$ cat src/rtl/csie_pkg.sv
// Shared types and constants of the control-surface event block.
package csie_pkg;

  localparam int BUTTON_BITS_DEF = 32;
  localparam int PAD_COUNT_DEF   = 16;

  localparam int IN_TDATA_W  = 56;
  localparam int OUT_TDATA_W = 24;
  localparam int EVT_KIND_W  = 2;
  localparam int PRESS_W     = 12;

  localparam logic [PRESS_W-1:0] THRESHOLD_RESET = 12'd200;

  // Register index of pad_threshold on the configuration port
  localparam logic REG_PAD_THRESHOLD = 1'b0;

  // Report kinds on the input channel
  localparam logic OP_BUTTON = 1'b0;
  localparam logic OP_PAD    = 1'b1;

  typedef enum logic [EVT_KIND_W-1:0] {
    EV_BUTTON  = 2'd0,
    EV_ENCODER = 2'd1,
    EV_PRESS   = 2'd2,
    EV_RELEASE = 2'd3
  } event_kind_t;

  typedef enum logic [1:0] {
    SRC_BTN = 2'd0,
    SRC_ENC = 2'd1,
    SRC_PAD = 2'd2
  } out_src_t;

  // Commands from the controller to the datapath
  typedef struct packed {
    logic     load_btn;
    logic     load_pad;
    logic     scan_adv;
    logic     out_load;
    out_src_t out_src;
  } cmd_t;

  // Status from the datapath to the controller
  typedef struct packed {
    logic cur_bit;
    logic diff_empty;
    logic enc_pend;
    logic pad_event;
    logic out_free;
  } status_t;

endpackage

$ cat src/rtl/csie_ctrl.sv
// Controller state machine that sequences the event scan.
module csie_ctrl (
  input  logic             clk,
  input  logic             rst_n,
  input  logic             in_tvalid,
  input  logic             in_op,
  output logic             in_tready,
  input  csie_pkg::status_t sts,
  output csie_pkg::cmd_t    cmd
);
  import csie_pkg::*;

  typedef enum logic [3:0] {
    S_IDLE = 4'b0001,
    S_BTN  = 4'b0010,
    S_ENC  = 4'b0100,
    S_PAD  = 4'b1000
  } state_t;

  state_t state_r, state_nxt;

  // Advance the state
  always_ff @(posedge clk) begin
    if (!rst_n) begin
      state_r <= S_IDLE;
    end else begin
      state_r <= state_nxt;
    end
  end

  // Decode commands and next state
  always_comb begin
    state_nxt    = state_r;
    in_tready    = 1'b0;
    cmd.load_btn = 1'b0;
    cmd.load_pad = 1'b0;
    cmd.scan_adv = 1'b0;
    cmd.out_load = 1'b0;
    cmd.out_src  = SRC_BTN;
    case (state_r)
      S_IDLE: begin
        in_tready = 1'b1;
        if (in_tvalid) begin
          if (in_op == OP_PAD) begin
            cmd.load_pad = 1'b1;
            state_nxt    = S_PAD;
          end else begin
            cmd.load_btn = 1'b1;
            state_nxt    = S_BTN;
          end
        end
      end
      S_BTN: begin
        // walk the change mask, one position per cycle, stall on a full output
        if (sts.diff_empty) begin
          state_nxt = sts.enc_pend ? S_ENC : S_IDLE;
        end else if (!sts.cur_bit) begin
          cmd.scan_adv = 1'b1;
        end else if (sts.out_free) begin
          cmd.scan_adv = 1'b1;
          cmd.out_load = 1'b1;
          cmd.out_src  = SRC_BTN;
        end
      end
      S_ENC: begin
        if (sts.out_free) begin
          cmd.out_load = 1'b1;
          cmd.out_src  = SRC_ENC;
          state_nxt    = S_IDLE;
        end
      end
      S_PAD: begin
        if (!sts.pad_event) begin
          state_nxt = S_IDLE;
        end else if (sts.out_free) begin
          cmd.out_load = 1'b1;
          cmd.out_src  = SRC_PAD;
          state_nxt    = S_IDLE;
        end
      end
      default: begin
        state_nxt = S_IDLE;
      end
    endcase
  end

endmodule

$ cat src/rtl/csie_datapath.sv
// Datapath: stored surface state, bitmap scan registers and output register.
module csie_datapath #(
  parameter int BUTTON_BITS = csie_pkg::BUTTON_BITS_DEF,
  parameter int PAD_COUNT   = csie_pkg::PAD_COUNT_DEF
) (
  input  logic                              clk,
  input  logic                              rst_n,
  input  logic [csie_pkg::IN_TDATA_W-1:0]   in_tdata,
  input  csie_pkg::cmd_t                    cmd,
  output csie_pkg::status_t                 sts,
  input  logic                              thr_we,
  input  logic [csie_pkg::PRESS_W-1:0]      thr_wdata,
  output logic [csie_pkg::PRESS_W-1:0]      thr_q,
  input  logic                              out_tready,
  output logic                              out_tvalid,
  output logic [csie_pkg::OUT_TDATA_W-1:0]  out_tdata,
  output logic [csie_pkg::EVT_KIND_W-1:0]   out_tuser,
  output logic                              out_tlast
);
  import csie_pkg::*;

  localparam int PW = $clog2(BUTTON_BITS);

  logic [BUTTON_BITS-1:0] btn_state_r, diff_r, new_sh_r;
  logic [BUTTON_BITS-1:0] bits_ext, emit_mask, diff_full;
  logic [PW-1:0]          pos_r;
  logic [7:0]             last_enc_r, enc_in;
  logic                   enc_pend_r, up_r, up_in;
  logic [PAD_COUNT-1:0]   pad_active_r, pad_sel;
  logic [3:0]             pad_r, pad_in;
  logic [PRESS_W-1:0]     pres_r, pres_in, thr_r;
  logic                   over_r, in_range_r, pad_hit;
  logic                   out_valid_r;
  logic [OUT_TDATA_W-1:0] out_data_r, out_data_nxt;
  logic [EVT_KIND_W-1:0]  out_kind_r, out_kind_nxt;
  logic                   out_last_r, out_last_nxt;

  // Unpack the input item
  assign bits_ext = BUTTON_BITS'(in_tdata[31:0]);
  assign enc_in   = in_tdata[39:32];
  assign pad_in   = in_tdata[55:52];
  assign pres_in  = {in_tdata[51:48], in_tdata[47:40]};

  // Positions that report a change: not shift, not the silent group
  always_comb begin
    for (int i = 0; i < BUTTON_BITS; i++) begin
      emit_mask[i] = !((i == 0) || ((i >= 8) && (i <= 10)));
    end
  end
  assign diff_full = (bits_ext ^ btn_state_r) & emit_mask;

  // Encoder direction, with the 15 to 0 wrap counted as up
  assign up_in = ((last_enc_r < enc_in) || ((last_enc_r == 8'h0F) && (enc_in == 8'h00)))
                 && !((last_enc_r == 8'h00) && (enc_in == 8'h0F));

  // Threshold register
  always_ff @(posedge clk) begin
    if (!rst_n) begin
      thr_r <= THRESHOLD_RESET;
    end else if (thr_we) begin
      thr_r <= thr_wdata;
    end
  end
  assign thr_q = thr_r;

  // Stored button and encoder state, updated when a button report is taken
  always_ff @(posedge clk) begin
    if (!rst_n) begin
      btn_state_r <= '0;
      last_enc_r  <= '0;
      enc_pend_r  <= 1'b0;
      diff_r      <= '0;
    end else if (cmd.load_btn) begin
      btn_state_r <= bits_ext;
      last_enc_r  <= enc_in;
      enc_pend_r  <= (enc_in != last_enc_r);
      diff_r      <= diff_full >> 1;
    end else if (cmd.scan_adv) begin
      diff_r <= diff_r >> 1;
    end
  end

  // Scan position and the new bits shifted along with the change mask
  always_ff @(posedge clk) begin
    if (cmd.load_btn) begin
      new_sh_r <= bits_ext >> 1;
      pos_r    <= PW'(1);
      up_r     <= up_in;
    end else if (cmd.scan_adv) begin
      new_sh_r <= new_sh_r >> 1;
      pos_r    <= pos_r + 1'b1;
    end
  end

  // Capture a pad entry
  always_ff @(posedge clk) begin
    if (cmd.load_pad) begin
      pad_r      <= pad_in;
      pres_r     <= pres_in;
      over_r     <= (pres_in > thr_r);
      in_range_r <= (5'(pad_in) < 5'(PAD_COUNT));
    end
  end

  assign pad_sel = PAD_COUNT'(1) << pad_r;
  assign pad_hit = |(pad_active_r & pad_sel);

  // Set or clear the pad's active flag when its event goes out
  always_ff @(posedge clk) begin
    if (!rst_n) begin
      pad_active_r <= '0;
    end else if (cmd.out_load && (cmd.out_src == SRC_PAD)) begin
      if (over_r) begin
        pad_active_r <= pad_active_r | pad_sel;
      end else begin
        pad_active_r <= pad_active_r & ~pad_sel;
      end
    end
  end

  // Build the next result item
  always_comb begin
    out_data_nxt = '0;
    out_data_nxt[6] = btn_state_r[0];
    case (cmd.out_src)
      SRC_BTN: begin
        out_kind_nxt      = EV_BUTTON;
        out_data_nxt[4:0] = 5'(pos_r);
        out_data_nxt[5]   = new_sh_r[0];
        out_last_nxt      = ~|diff_r[BUTTON_BITS-1:1] && !enc_pend_r;
      end
      SRC_ENC: begin
        out_kind_nxt    = EV_ENCODER;
        out_data_nxt[7] = up_r;
        out_last_nxt    = 1'b1;
      end
      SRC_PAD: begin
        out_kind_nxt       = over_r ? EV_PRESS : EV_RELEASE;
        out_data_nxt[11:8] = pad_r;
        out_data_nxt[23:12] = over_r ? pres_r : '0;
        out_last_nxt       = 1'b1;
      end
      default: begin
        out_kind_nxt = EV_BUTTON;
        out_last_nxt = 1'b1;
      end
    endcase
  end

  // Output register: hold until taken
  always_ff @(posedge clk) begin
    if (!rst_n) begin
      out_valid_r <= 1'b0;
    end else if (cmd.out_load) begin
      out_valid_r <= 1'b1;
    end else if (out_tready) begin
      out_valid_r <= 1'b0;
    end
  end

  always_ff @(posedge clk) begin
    if (cmd.out_load) begin
      out_data_r <= out_data_nxt;
      out_kind_r <= out_kind_nxt;
      out_last_r <= out_last_nxt;
    end
  end

  assign out_tvalid = out_valid_r;
  assign out_tdata  = out_data_r;
  assign out_tuser  = out_kind_r;
  assign out_tlast  = out_last_r;

  // Status toward the controller
  assign sts.cur_bit    = diff_r[0];
  assign sts.diff_empty = ~|diff_r;
  assign sts.enc_pend   = enc_pend_r;
  assign sts.pad_event  = in_range_r && (over_r || pad_hit);
  assign sts.out_free   = !out_valid_r || out_tready;

endmodule

$ cat src/rtl/control_surface_input_events.sv
// Top level of the control-surface event block.
//
//  channel | dir | handshake          | payload
//  in_     | in  | tvalid/tready      | tdata button/encoder/pad bytes, tuser report kind
//  out_    | out | tvalid/tready/last | tdata event fields, tuser event kind
//  cfg_    | in  | APB psel/penable   | pad_threshold at byte address 0
//
// A report is taken in the idle state. A button report then walks the change mask one
// position per cycle, stalling while the output register is full, up to the highest
// changed one, sees the mask empty and sends the encoder event if the encoder moved;
// a pad entry is handled in the pad state. The bit-serial scan sets the worst case.
// A full output register stalls any event until taken. Reset is synchronous: all
// buttons released, encoder zero, pads inactive, threshold 200.
module control_surface_input_events #(
  parameter int BUTTON_BITS = csie_pkg::BUTTON_BITS_DEF,
  parameter int PAD_COUNT   = csie_pkg::PAD_COUNT_DEF
) (
  input  logic                              clk,
  input  logic                              rst_n,
  input  logic                              in_tvalid,
  output logic                              in_tready,
  // button_bits[31:0], encoder_position[39:32], pad_low_byte[47:40], pad_high_byte[55:48]
  input  logic [csie_pkg::IN_TDATA_W-1:0]   in_tdata,
  // operation[0]
  input  logic                              in_tuser,
  output logic                              out_tvalid,
  input  logic                              out_tready,
  // button_position[4:0], pressed[5], shift_held[6], step_up[7], pad_number[11:8],
  // pressure[23:12]
  output logic [csie_pkg::OUT_TDATA_W-1:0]  out_tdata,
  // event_kind[1:0]
  output logic [csie_pkg::EVT_KIND_W-1:0]   out_tuser,
  output logic                              out_tlast,
  input  logic                              cfg_psel,
  input  logic                              cfg_penable,
  input  logic                              cfg_pwrite,
  input  logic [2:0]                        cfg_paddr,
  input  logic [31:0]                       cfg_pwdata,
  output logic [31:0]                       cfg_prdata,
  output logic                              cfg_pready
);
  import csie_pkg::*;

  cmd_t               cmd;
  status_t            sts;
  logic               thr_we;
  logic [PRESS_W-1:0] thr_q;

  // Decode the configuration port
  assign cfg_pready = 1'b1;
  assign thr_we     = cfg_psel && cfg_penable && cfg_pwrite && cfg_pready
                      && (cfg_paddr[2] == REG_PAD_THRESHOLD);
  assign cfg_prdata = (cfg_paddr[2] == REG_PAD_THRESHOLD) ? {20'b0, thr_q} : 32'b0;

  csie_ctrl u_ctrl (
    .clk       (clk),
    .rst_n     (rst_n),
    .in_tvalid (in_tvalid),
    .in_op     (in_tuser),
    .in_tready (in_tready),
    .sts       (sts),
    .cmd       (cmd)
  );

  csie_datapath #(
    .BUTTON_BITS (BUTTON_BITS),
    .PAD_COUNT   (PAD_COUNT)
  ) u_dp (
    .clk        (clk),
    .rst_n      (rst_n),
    .in_tdata   (in_tdata),
    .cmd        (cmd),
    .sts        (sts),
    .thr_we     (thr_we),
    .thr_wdata  (cfg_pwdata[PRESS_W-1:0]),
    .thr_q      (thr_q),
    .out_tready (out_tready),
    .out_tvalid (out_tvalid),
    .out_tdata  (out_tdata),
    .out_tuser  (out_tuser),
    .out_tlast  (out_tlast)
  );

endmodule

$ cat config.mk
export PLATFORM = sky130hd
export DESIGN_NAME = control_surface_input_events
export DESIGN_NICKNAME = d
export VERILOG_FILES = /design/src/rtl/csie_pkg.sv /design/src/rtl/csie_ctrl.sv /design/src/rtl/csie_datapath.sv /design/src/rtl/control_surface_input_events.sv
export SDC_FILE = /design/constraint.sdc
export NUM_CORES = 1
export LEC_CHECK = 0
export ABC_CLOCK_PERIOD_IN_PS = 3900
export BUFFER_PORTS_ARGS = -buffer_cell sky130_fd_sc_hd__clkbuf_2
export CAP_MARGIN = 15
export CORE_ASPECT_RATIO = 1.2
export CORE_MARGIN = 8
export CORE_UTILIZATION = 30
export DETAILED_ROUTE_END_ITERATION = 16
export PLACE_DENSITY = 0.52
export SYNTH_ARGS = -nofsm -noshare
export SYNTH_HDL_FRONTEND = slang
export SYNTH_SLANG_ARGS = --single-unit
$ cat constraint.sdc
create_clock -name clk -period 3.9 [get_ports clk]
set_input_delay 0.39 -clock clk [delete_from_list [all_inputs] [get_ports clk]]
set_output_delay 0.39 -clock clk [all_outputs]
set_load 0.03 [all_outputs]
==> metrics, run 1 <==
fillers=around 3000; Initial Util=between 30% and 40%; YS warnings=0; Async S/R FF share, synth=0%; synthesized cell area=8540 µm²; Peak VDD IR=between 0.0002 and 0.0003 V; xor and xnor area share after synthesis=about 3%; initial antenna violation count=0; setup TNS=0 ns; Critical Path Max Stage Delay=0.61 ns; RSZ-0062 raised after global routing=false; clk slew on worst S/H paths=~0.070 ns; Num CTS Buffers=17; Worst Hold Class=in2reg; startpoint types=register; largest net degree at the start of global routing=approximately 130; leading area contributor after synthesis=edfxtp_1; Netlist cell types=between 50 and 60; Die Wd=roughly 170 µm; status=finished, final reports clean; number of hold buffers added after cts=0; Synth Flop Type=dfxtp_1; Final period util=roughly 76%; first-pass GRT wire length=slightly above 30000 µm; dpl cells=between 1000 and 1500; # clock sinks=around 180; P_leak=around 4.4 nW; clock skew=about 0.0094 ns; Via-to-Cell Ratio=around 4.5; cells after synthesis=866; final WL=about 19000 µm; Arr. time, crit path=3.24 ns; Final setup viols=0; Synth Register Bits=between 150 and 200; largest family of logic cells by synthesized area=simple AND/OR/NAND/NOR gates; Synth Area in Adders=3.66%; DRT Pass-1 Iters=4; power density cells=about 430 nW/µm²; initial detailed-routing violation count=between 200 and 250; DP HPWL=13300 µm; EDFF count, synth=76; fin crit period=approximately 3.0 ns; PortBufs=around 120; num rows=67; final total power=approximately 0.0043 W; Layout area overhead=16.6%; Final nets=between 1000 and 1500; worst hold slack=about 0.15 ns; number of post-CTS setup repair buffers=0; core area=about 28000 µm²; CTS tree=yes; Routability Congestion=between 0.7 and 0.8; vias in the first global route=a little over 6000; Bufs on Longest Clock Path=2; post-synth top area share=between 20% and 30%; Layout Utilization=~36%; drc violations=0; average routed wire per standard cell=about 14 µm; # H-tree levels=4; Root Driver=clkbuf_16; Top Ports=about 160; Cell Chain, Critical Path=or3b_1, a211oi_1, a21oi_1, a31oi_1, nand2_1, inv_1, ha_1, and2_1, nor2b_1, o211ai_1, mux2i_1; final slew viol count=0; Synth Area in Compound Gates=12.9%; Max FO, Critical Path=17; vias=6141; die area=between 30000 and 40000 µm²; Synth area leaders=edfxtp_1 (27%), dfxtp_1 (25%), nand2_1 (8.2%), mux2i_1 (5.7%), ha_1 (3.7%); GRT Util Overall=between 10% and 20%; Synth Area in Simple Gates=between 15 and 20%; maxcap violations=0; total grt overflow=0; Finished Layout Cells=~1400; share of cells above drive strength 1=~17%; WP data required=roughly 4.2 ns; Slowest-stage cell, CP=edfxtp_1; crit path kind=reg2reg; Die Y=approximately 200 µm; Resized cells post-CTS=0; Worst Setup End Kind=register; Rel. slew slack=40.4%; ANT cells=0; Hold Fails Final Rpt=0; Syn Area/Cell=between 9 and 10 µm²; register area share after synthesis=between 50% and 60%; worst slew pin tran=about 0.9 ns; Fmax achieved=roughly 0.34 GHz; Detail Route Antenna Nets=0; clock latency on the worst-skew pair=approximately 0.42 ns; mux cell area share after synthesis=roughly 5.7%
## cell usage after synthesis, drive strengths merged, types with 18 or more instances
master and instances:
mux2i 49, a21boi 48, dfxtp 107, o21ai 36, clkbuf 35, buf 37, o211ai 18, nand2 186
xor2 29, inv 28, nor2 29, ha 25, a21oi 37, edfxtp 76
## report_power, final
part           leakage, nW  switching (W)  internal [W]
Clock                0.264       0.000740      0.000964
Sequential            1.60      0.0000682       0.00211
Combinational         2.49       0.000287      0.000169
Total                 4.35        0.00109       0.00324
## flip-flops by register name (all words and copies together) (netlist names), named ones only
| name | count |
|---|---|
| u_dp.enc_pend_r | 1 |
| u_dp.pres_r | 12 |
| u_ctrl.state_r | 4 |
| u_dp.pad_r | 4 |
| u_dp.pos_r | 5 |
| u_dp.out_tvalid | 1 |
| u_dp.over_r | 1 |
| u_dp.new_sh_r | 31 |
| u_dp.thr_q | 12 |
| u_dp.diff_r | 31 |
| u_dp.out_tdata | 24 |
| u_dp.last_enc_r | 8 |
| u_dp.out_tuser | 2 |
| u_dp.btn_state_r | 29 |
| u_dp.out_tlast | 1 |
| u_dp.up_r | 1 |
## through the flow
| stage | cell area (µm²) | worst slack (ns) |
|---|---|---|
| detailed placement | 9380 | 0.961 |
| finish | 9960 | 0.950 |
| global placement | 9380 | 0.971 |
| floorplan | 8610 | 0.784 |
| CTS | 9960 | 0.936 |
| global route | 9960 | 0.703 |
## final cells by class
| type | count | area [µm²] | area share, % |
|---|---|---|---|
| Sequential cell | 183 | 4420 | 44.4 |
| Multi-Input combinational cell | 602 | 3690 | 37.1 |
| Timing Repair Buffer | 129 | 688 | 6.91 |
| Tap cell | 379 | 474 | 4.76 |
| Clock buffer | 21 | 450 | 4.52 |
| Clock inverter | 11 | 128 | 1.28 |
| Inverter | 28 | 105 | 1.06 |
## logic make-up after synthesis
group	after synthesis
other	2
adder cells (fa/ha/maj)	25
AO/OA/AOI/OAI	168
AND/OR/NAND/NOR	310
buffers and inverters	100
multiplexers	49
flip-flops	183
XOR/XNOR	29
## routing by layer
layer  global-route usage (%)  vias to the layer above  wire (µm)
met5                        0                        -          0
met2                     19.7                       94       9520
met3                     2.54                       16        764
met4                     3.61                        0        265
li1                         -                     3176          -
met1                     13.3                     2855       8610
## worst max-delay path, delay by kind of cell, from the launching register on
kind	cells	cell delay (ns)
adders and majority gates	1	0.27
muxes	1	0.15
AOI/OAI and AO/OA	4	0.68
buffers and inverters	1	0.11
and+or+nand+nor	4	1.00
DFF	1	0.61
## final timing paths
path         depth (start not counted)           startpoint  slack (ns)           endpoint
min reg2reg                          0  u_dp.btn_state_r[0]        0.43  u_dp.out_tdata[6]
max reg2reg                         11        u_dp.pad_r[1]        0.95           register
max                                 11        u_dp.pad_r[1]        0.95           register
min                                  1         in_tdata[55]        0.15      u_dp.pad_r[3]
## layout by cell type (no fill, tap or decap), types with 3 or more instances in the layout
cell type,netlist,final
a21oi_1,37,37
a31oi_1,3,3
nand2b_1,4,4
mux2i_1,49,49
clkinvlp_4,0,5
clkbuf_2,0,117
inv_1,27,27
nand2_1,186,186
edfxtp_1,76,76
a21boi_1,36,36
ha_1,25,25
a21boi_0,12,12
o31ai_1,5,5
nand3b_1,6,6
and2_1,14,14
o2111ai_1,4,4
dfxtp_1,107,107
nand4_1,7,7
and3_1,17,17
o21a_1,3,3
nor3_1,5,5
conb_1,2,21
clkbuf_16,0,17
clkbuf_1,35,3
buf_4,23,11
nor2b_1,7,7
nor3b_1,4,4
nor4_1,10,10
a21o_1,4,4
nor2_1,29,28
o211ai_1,18,18
nand3_1,6,6
xor2_1,29,29
or3b_1,4,4
o21ai_0,36,36
Power figures use the tool's default switching activity.
==> run 2, diff against run 1 <==
--- a/config.mk
+++ b/config.mk
@@ -5,7 +5,7 @@
 export SDC_FILE = /design/constraint.sdc
 export NUM_CORES = 1
 export LEC_CHECK = 0
-export ABC_CLOCK_PERIOD_IN_PS = 3900
+export ABC_CLOCK_PERIOD_IN_PS = 2820
 export BUFFER_PORTS_ARGS = -buffer_cell sky130_fd_sc_hd__clkbuf_2
 export CAP_MARGIN = 15
 export CORE_ASPECT_RATIO = 1.2
==> constraint.sdc (replaced) <==
create_clock -name clk -period 2.82 [get_ports clk]
set_input_delay 0.282 -clock clk [delete_from_list [all_inputs] [get_ports clk]]
set_output_delay 0.282 -clock clk [all_outputs]
set_load 0.03 [all_outputs]
==> metrics, run 2 (same netlist as run 1, synthesis figures left out) <==
Hold Fails Final Rpt=0 (unchanged); Worst Setup End Kind=register; Via-to-Cell Ratio=4.56 (+0.46%); Worst Hold Class=in2reg; fin crit period=2.61 ns (-0.336 ns); Final nets=1099 (+1.3%); Final period util=92.7% (+17 points); Critical Path Max Stage Delay=0.45 ns (-0.16 ns); drc violations=0 (unchanged); die area=34100 µm² (unchanged); Crit. Startpoint=u_dp.pad_r[1]; Top Ports=161 (unchanged); Routability Congestion=0.823 (+10%); commonest non-fill, non-tap cell in the layout=nand2_1; Final WS setup=0.205 ns (-0.744 ns); Regs by FF count=u_dp.diff_r (31), u_dp.new_sh_r (31), u_dp.btn_state_r (29); num rows=67 (unchanged); worst path bufs/invs=1 (unchanged); R2R Setup Slk=0.21 ns (-0.74 ns); DP HPWL=13900 µm (+4.7%); PortBufs=117 (unchanged); Max FO, Critical Path=7 (-10); Slowest-stage cell, CP=edfxtp_1; FF-to-FF path depth=11 (unchanged); status=finished, final reports clean; Final setup viols=0 (unchanged); final slew viol count=0 (unchanged); clock skew=0.0118 ns (+0.00246 ns); Die Wd=170 µm (unchanged); number of hold buffers added after cts=0 (unchanged); # H-tree levels=4 (unchanged); Root Driver=clkbuf_16; Detail Route Antenna Nets=0 (unchanged); Layout area overhead=17.8%; cell family with most CP delay=simple AND/OR/NAND/NOR gates; CTS tree=yes; Initial Util=30.5% (unchanged); pre-CTS setup slack=0.0627 ns (-0.899 ns); P_leak=4.42 nW (+1.6%); Die Y=201 µm (unchanged); dpl cells=1332 (+0.83%); Rel. slew slack=59.8% (+19 points); Arr. time, crit path=2.90 ns (-0.34 ns); GRT Util Overall=11.6% (+0.39 points); worst slew pin tran=0.601 ns (-0.291 ns); Layout Utilization=35.9% (+0.35 points); clk slew on worst S/H paths=0.07 ns (about the same); average routed wire per standard cell=14.2 µm (+0.57%); Finished Layout Cells=1367 (+1.0%); WP data required=3.11 ns (-1.08 ns); Crit. path cell count=11 (unchanged); vias=6233 (+1.5%); initial detailed-routing violation count=301 (+38%); Num CTS Buffers=17 (unchanged); DRT Pass-1 Iters=4 (unchanged); vias in the first global route=6244 (+3.0%); first-pass GRT wire length=31800 µm (+2.9%); Fmax achieved=0.382 GHz (+13%); Cell Chain, Critical Path=or3b_1, a211oi_2, a21oi_1, a31oi_1, nand2_1, inv_1, ha_2, and2_1, nor2b_2, o211ai_1, mux2i_1; total grt overflow=0 (unchanged); Peak VDD IR=0.000327 V (+29%); # clock sinks=183 (unchanged); initial antenna violation count=0 (unchanged); ANT cells=0 (unchanged); crit path kind=reg2reg; share of cells above drive strength 1=18.2% (+1.6 points); final WL=19500 µm (+1.6%); clock latency on the worst-skew pair=0.43 ns (about the same); maxcap violations=0 (unchanged); core area=28000 µm² (unchanged); R2R Path Start=u_dp.pad_r[1]; Bufs on Longest Clock Path=2 (unchanged); startpoint types=register; largest net degree at the start of global routing=111 (-15%); commonest cells after routing, fill and taps aside=nand2_1 (185), clkbuf_2 (117), dfxtp_1 (107); power density cells=581 nW/µm² (+34%)
==> run 2: cell types whose count changed in the layout (fill, tap and decap cells not counted), sizes merged <==
cell,before,now
buf,12,26
clkinv,3,6
clkinvlp,5,2
bufinv,2,0
inv,29,31
==> run 2: cell type report <==
cell class,instances,area [µm²]
Clock buffer,21,460
Clock inverter,11,73.8
Fill cell,2926,17900
Inverter,28,105
Multi-Input combinational cell,602,3700
Sequential cell,183,4420
Tap cell,379,474
Timing Repair Buffer,143,818
==> run 2: where the power goes <==
group          internal (W)  switching (W)
logic              0.000252       0.000412
registers           0.00291      0.0000852
clock network       0.00117        0.00101
total               0.00434        0.00151
==> run 2: routing by layer <==
metal	track usage (%)	vias up	share of wire, %
li1	-	3193	-
met1	13.9	2917	45
met2	19.8	98	49
met3	2.75	25	4.5
met4	4.39	0	1.7
met5	0	-	0
==> run 2: per-stage QoR <==
step	hold slack (ns)	TNS, ns	instance area, µm²	power [W]
floorplan	0.381	0	8620	0.00352
global placement	0.412	0	9490	0.00372
detailed placement	0.419	0	9490	0.00373
CTS	0.0141	0	10000	0.00596
global route	0.0141	-0.000945	10100	0.00616
finish	0.0449	0	10100	0.00585
==> run 2: repair_timing <==
item	CTS	global route
endpoints found under the setup margin	0	10
resized for setup	0	3
setup buffers	0	3
==> run 2: how the worst min path moves through the flow <==
stage / cells past startpoint / from / end / slack, ns
6_report: 1 / in_tdata[52] / u_dp.pad_r[0] / 0.04
4_1_cts: 1 / in_tdata[54] / u_dp.pad_r[2] / 0.01
5_1_grt: 1 / in_tdata[54] / u_dp.pad_r[2] / 0.01
3_3_place_gp: 0 / u_dp.btn_state_r[0] / u_dp.out_tdata[6] / 0.41
3_5_place_dp: 0 / u_dp.btn_state_r[0] / u_dp.out_tdata[6] / 0.42
2_1_floorplan: 0 / in_tdata[52] / u_dp.pad_r[0] / 0.38
==> run 3, diff against run 2 <==
--- a/config.mk
+++ b/config.mk
@@ -8,7 +8,6 @@
 export ABC_CLOCK_PERIOD_IN_PS = 2820
 export BUFFER_PORTS_ARGS = -buffer_cell sky130_fd_sc_hd__clkbuf_2
 export CAP_MARGIN = 15
-export CORE_ASPECT_RATIO = 1.2
 export CORE_MARGIN = 8
 export CORE_UTILIZATION = 30
 export DETAILED_ROUTE_END_ITERATION = 16
==> metrics, run 3 (same netlist as run 1, synthesis figures left out) <==
fillers=2879 (-1.6%); # clock sinks=183 (unchanged); vias in the first global route=6071 (-2.8%); Detail Route Antenna Nets=0 (unchanged); initial detailed-routing violation count=365 (+21%); PortBufs=117 (unchanged); Final nets=1098 (-0.091%); commonest non-fill, non-tap cell in the layout=nand2_1; met2 Use GR=19.0% (-0.77 points); Final period util=92.2% (-0.52 points); average routed wire per standard cell=14.4 µm (+1.4%); initial antenna violation count=3 (+3); worst hold slack=0.0323 ns (-0.0126 ns); first-pass GRT wire length=31800 µm (-0.13%); Critical Path Max Stage Delay=0.48 ns (+0.03 ns); Num CTS Buffers=17 (unchanged); Max FO, Critical Path=7 (unchanged); share of cells above drive strength 1=18.5% (+0.32 points); Regs by FF count=u_dp.diff_r (31), u_dp.new_sh_r (31), u_dp.btn_state_r (29); status=finished, final reports clean; core area=27900 µm² (-0.23%); cell family with most CP delay=simple AND/OR/NAND/NOR gates; # H-tree levels=4 (unchanged); M1 GR Usage=15.0% (+1.1 points); DP HPWL=13800 µm (-1.2%); fin crit period=2.60 ns (-0.0148 ns); Die Y=185 µm (-8.0%); largest net degree at the start of global routing=117 (+5.4%); vias=6210 (-0.37%); final slew viol count=0 (unchanged); total grt overflow=0 (unchanged); P_leak=4.46 nW (+0.73%); final total power=0.00610 W (+4.2%); Die Wd=185 µm (+8.6%); worst slew pin tran=0.573 ns (-0.0278 ns); Peak VDD IR=0.000349 V (+6.5%); met3 GRT Util=3.09% (+0.34 points); Bufs on Longest Clock Path=2 (unchanged); die area=34100 µm² (about the same); WP data required=3.11 ns (about the same); busiest grt layer=met2; worst path bufs/invs=1 (unchanged); Layout area overhead=18.8%; num rows=61 (-9.0%); Worst Hold Class=in2reg; drc violations=0 (unchanged); startpoint types=register; Cell Chain, Critical Path=or3b_1, a211oi_1, a21oi_1, a31oi_1, nand2_1, inv_2, ha_4, and2_1, and2_1, o211ai_1, mux2i_1; CTS tree=yes; commonest cells after routing, fill and taps aside=nand2_1 (185), clkbuf_2 (117), dfxtp_1 (107); maxcap violations=0 (unchanged); power density cells=601 nW/µm² (+3.3%); clock skew=0.0147 ns (+0.00288 ns); Fmax achieved=0.385 GHz (+0.57%); number of hold buffers added after cts=0 (unchanged); Final setup viols=0 (unchanged); clock latency on the worst-skew pair=0.43 ns (about the same); final WL=19700 µm (+1.3%); setup TNS=0 ns (unchanged); ANT cells=0 (unchanged); Arr. time, crit path=2.89 ns (about the same); Via-to-Cell Ratio=4.55 (-0.22%); Worst Setup End Kind=register; Routability Congestion=0.806 (-2.1%); Hold Fails Final Rpt=0 (unchanged); Root Driver=clkbuf_16; Top Ports=161 (unchanged); DRT Pass-1 Iters=4 (unchanged); GRT Util Overall=11.7% (+0.073 points); RSZ-0062 raised after global routing=false; Rel. slew slack=61.7% (+1.9 points); crit path kind=reg2reg; Slowest-stage cell, CP=edfxtp_1; Initial Util=30.6% (+0.071 points); clk slew on worst S/H paths=0.07 ns (about the same); Top cell by count, worst path=and2_1
-- run 3: changes by cell type in the layout (fill, tap and decap cells not counted), moves of 2 or more --
cell	before	now
clkinv_8	0	4
buf_4	23	21
clkbuf_1	2	0
clkinv_1	2	0
clkinv_2	2	0
clkinvlp_4	2	0
inv_12	0	2
inv_6	2	4
inv_8	0	2
-- run 3: metrics by stage --
stage | setup WS [ns] | utilization, % | instance area [µm²] | cells
after global routing | 0.00690 | 36.3 | 10100 | 1365
after floorplan | 0.145 | - | 8620 | 885
after CTS | 0.0539 | 36.2 | 10100 | 1364
final | 0.220 | 36.3 | 10100 | 1365
after detailed placement | 0.0996 | 34.1 | 9510 | 1332
after global placement | 0.112 | 34.1 | 9510 | 1332
-- run 3: worst paths after layout --
check	from	end	slack [ns]	cells past startpoint
min reg2reg	u_dp.btn_state_r[0]	u_dp.out_tdata[6]	0.44	0
max reg2reg	u_dp.pad_r[1]	register	0.22	11
min	in_tdata[52]	u_dp.pad_r[0]	0.03	1
max	u_dp.pad_r[1]	register	0.22	11
-- run 3: where the power goes --
part	switching (W)	total [W]	internal [W]
Sequential	0.0000854	0.00299	0.00291
Combinational	0.000412	0.000664	0.000252
Clock	0.00120	0.00244	0.00123
Total	0.00170	0.00610	0.00439
-- run 3: worst reg2reg max path, stage by stage, from the launching register on --
cell      delay, ns
edfxtp_1       0.48
or3b_1         0.41
a211oi_1       0.24
a21oi_1        0.07
a31oi_1        0.22
nand2_1        0.12
inv_2          0.11
ha_4           0.17
and2_1         0.16
and2_1         0.21
o211ai_1       0.14
mux2i_1        0.14
-- run 3: area by class of cell --
class                      instances  area, µm²  area share [%]
timing repair buffer             142        823            8.11
clock buffer                      18        439            4.33
tap                              378        473            4.66
clock inverter                    14        173            1.70
sequential                       183       4420            43.6
inverter                          28        105            1.04
multi-input combinational        602       3710            36.6
-- run 3: metal layers --
metal  routed length, µm  vias to the layer above  part of all wire (%)
met1                9110                     2883                    46
met5                  23                        -                  0.12
met2                9260                      112                    47
met4                 207                        4                   1.1
met3                1110                       17                   5.6
li1                    -                     3194                     -
-- run 3: repair_timing --
action | CTS | global route
endpoints found under the hold margin | 0 | 0
resized for setup | 0 | 4
setup buffers | 0 | 1
endpoints found under the setup margin | 0 | 12
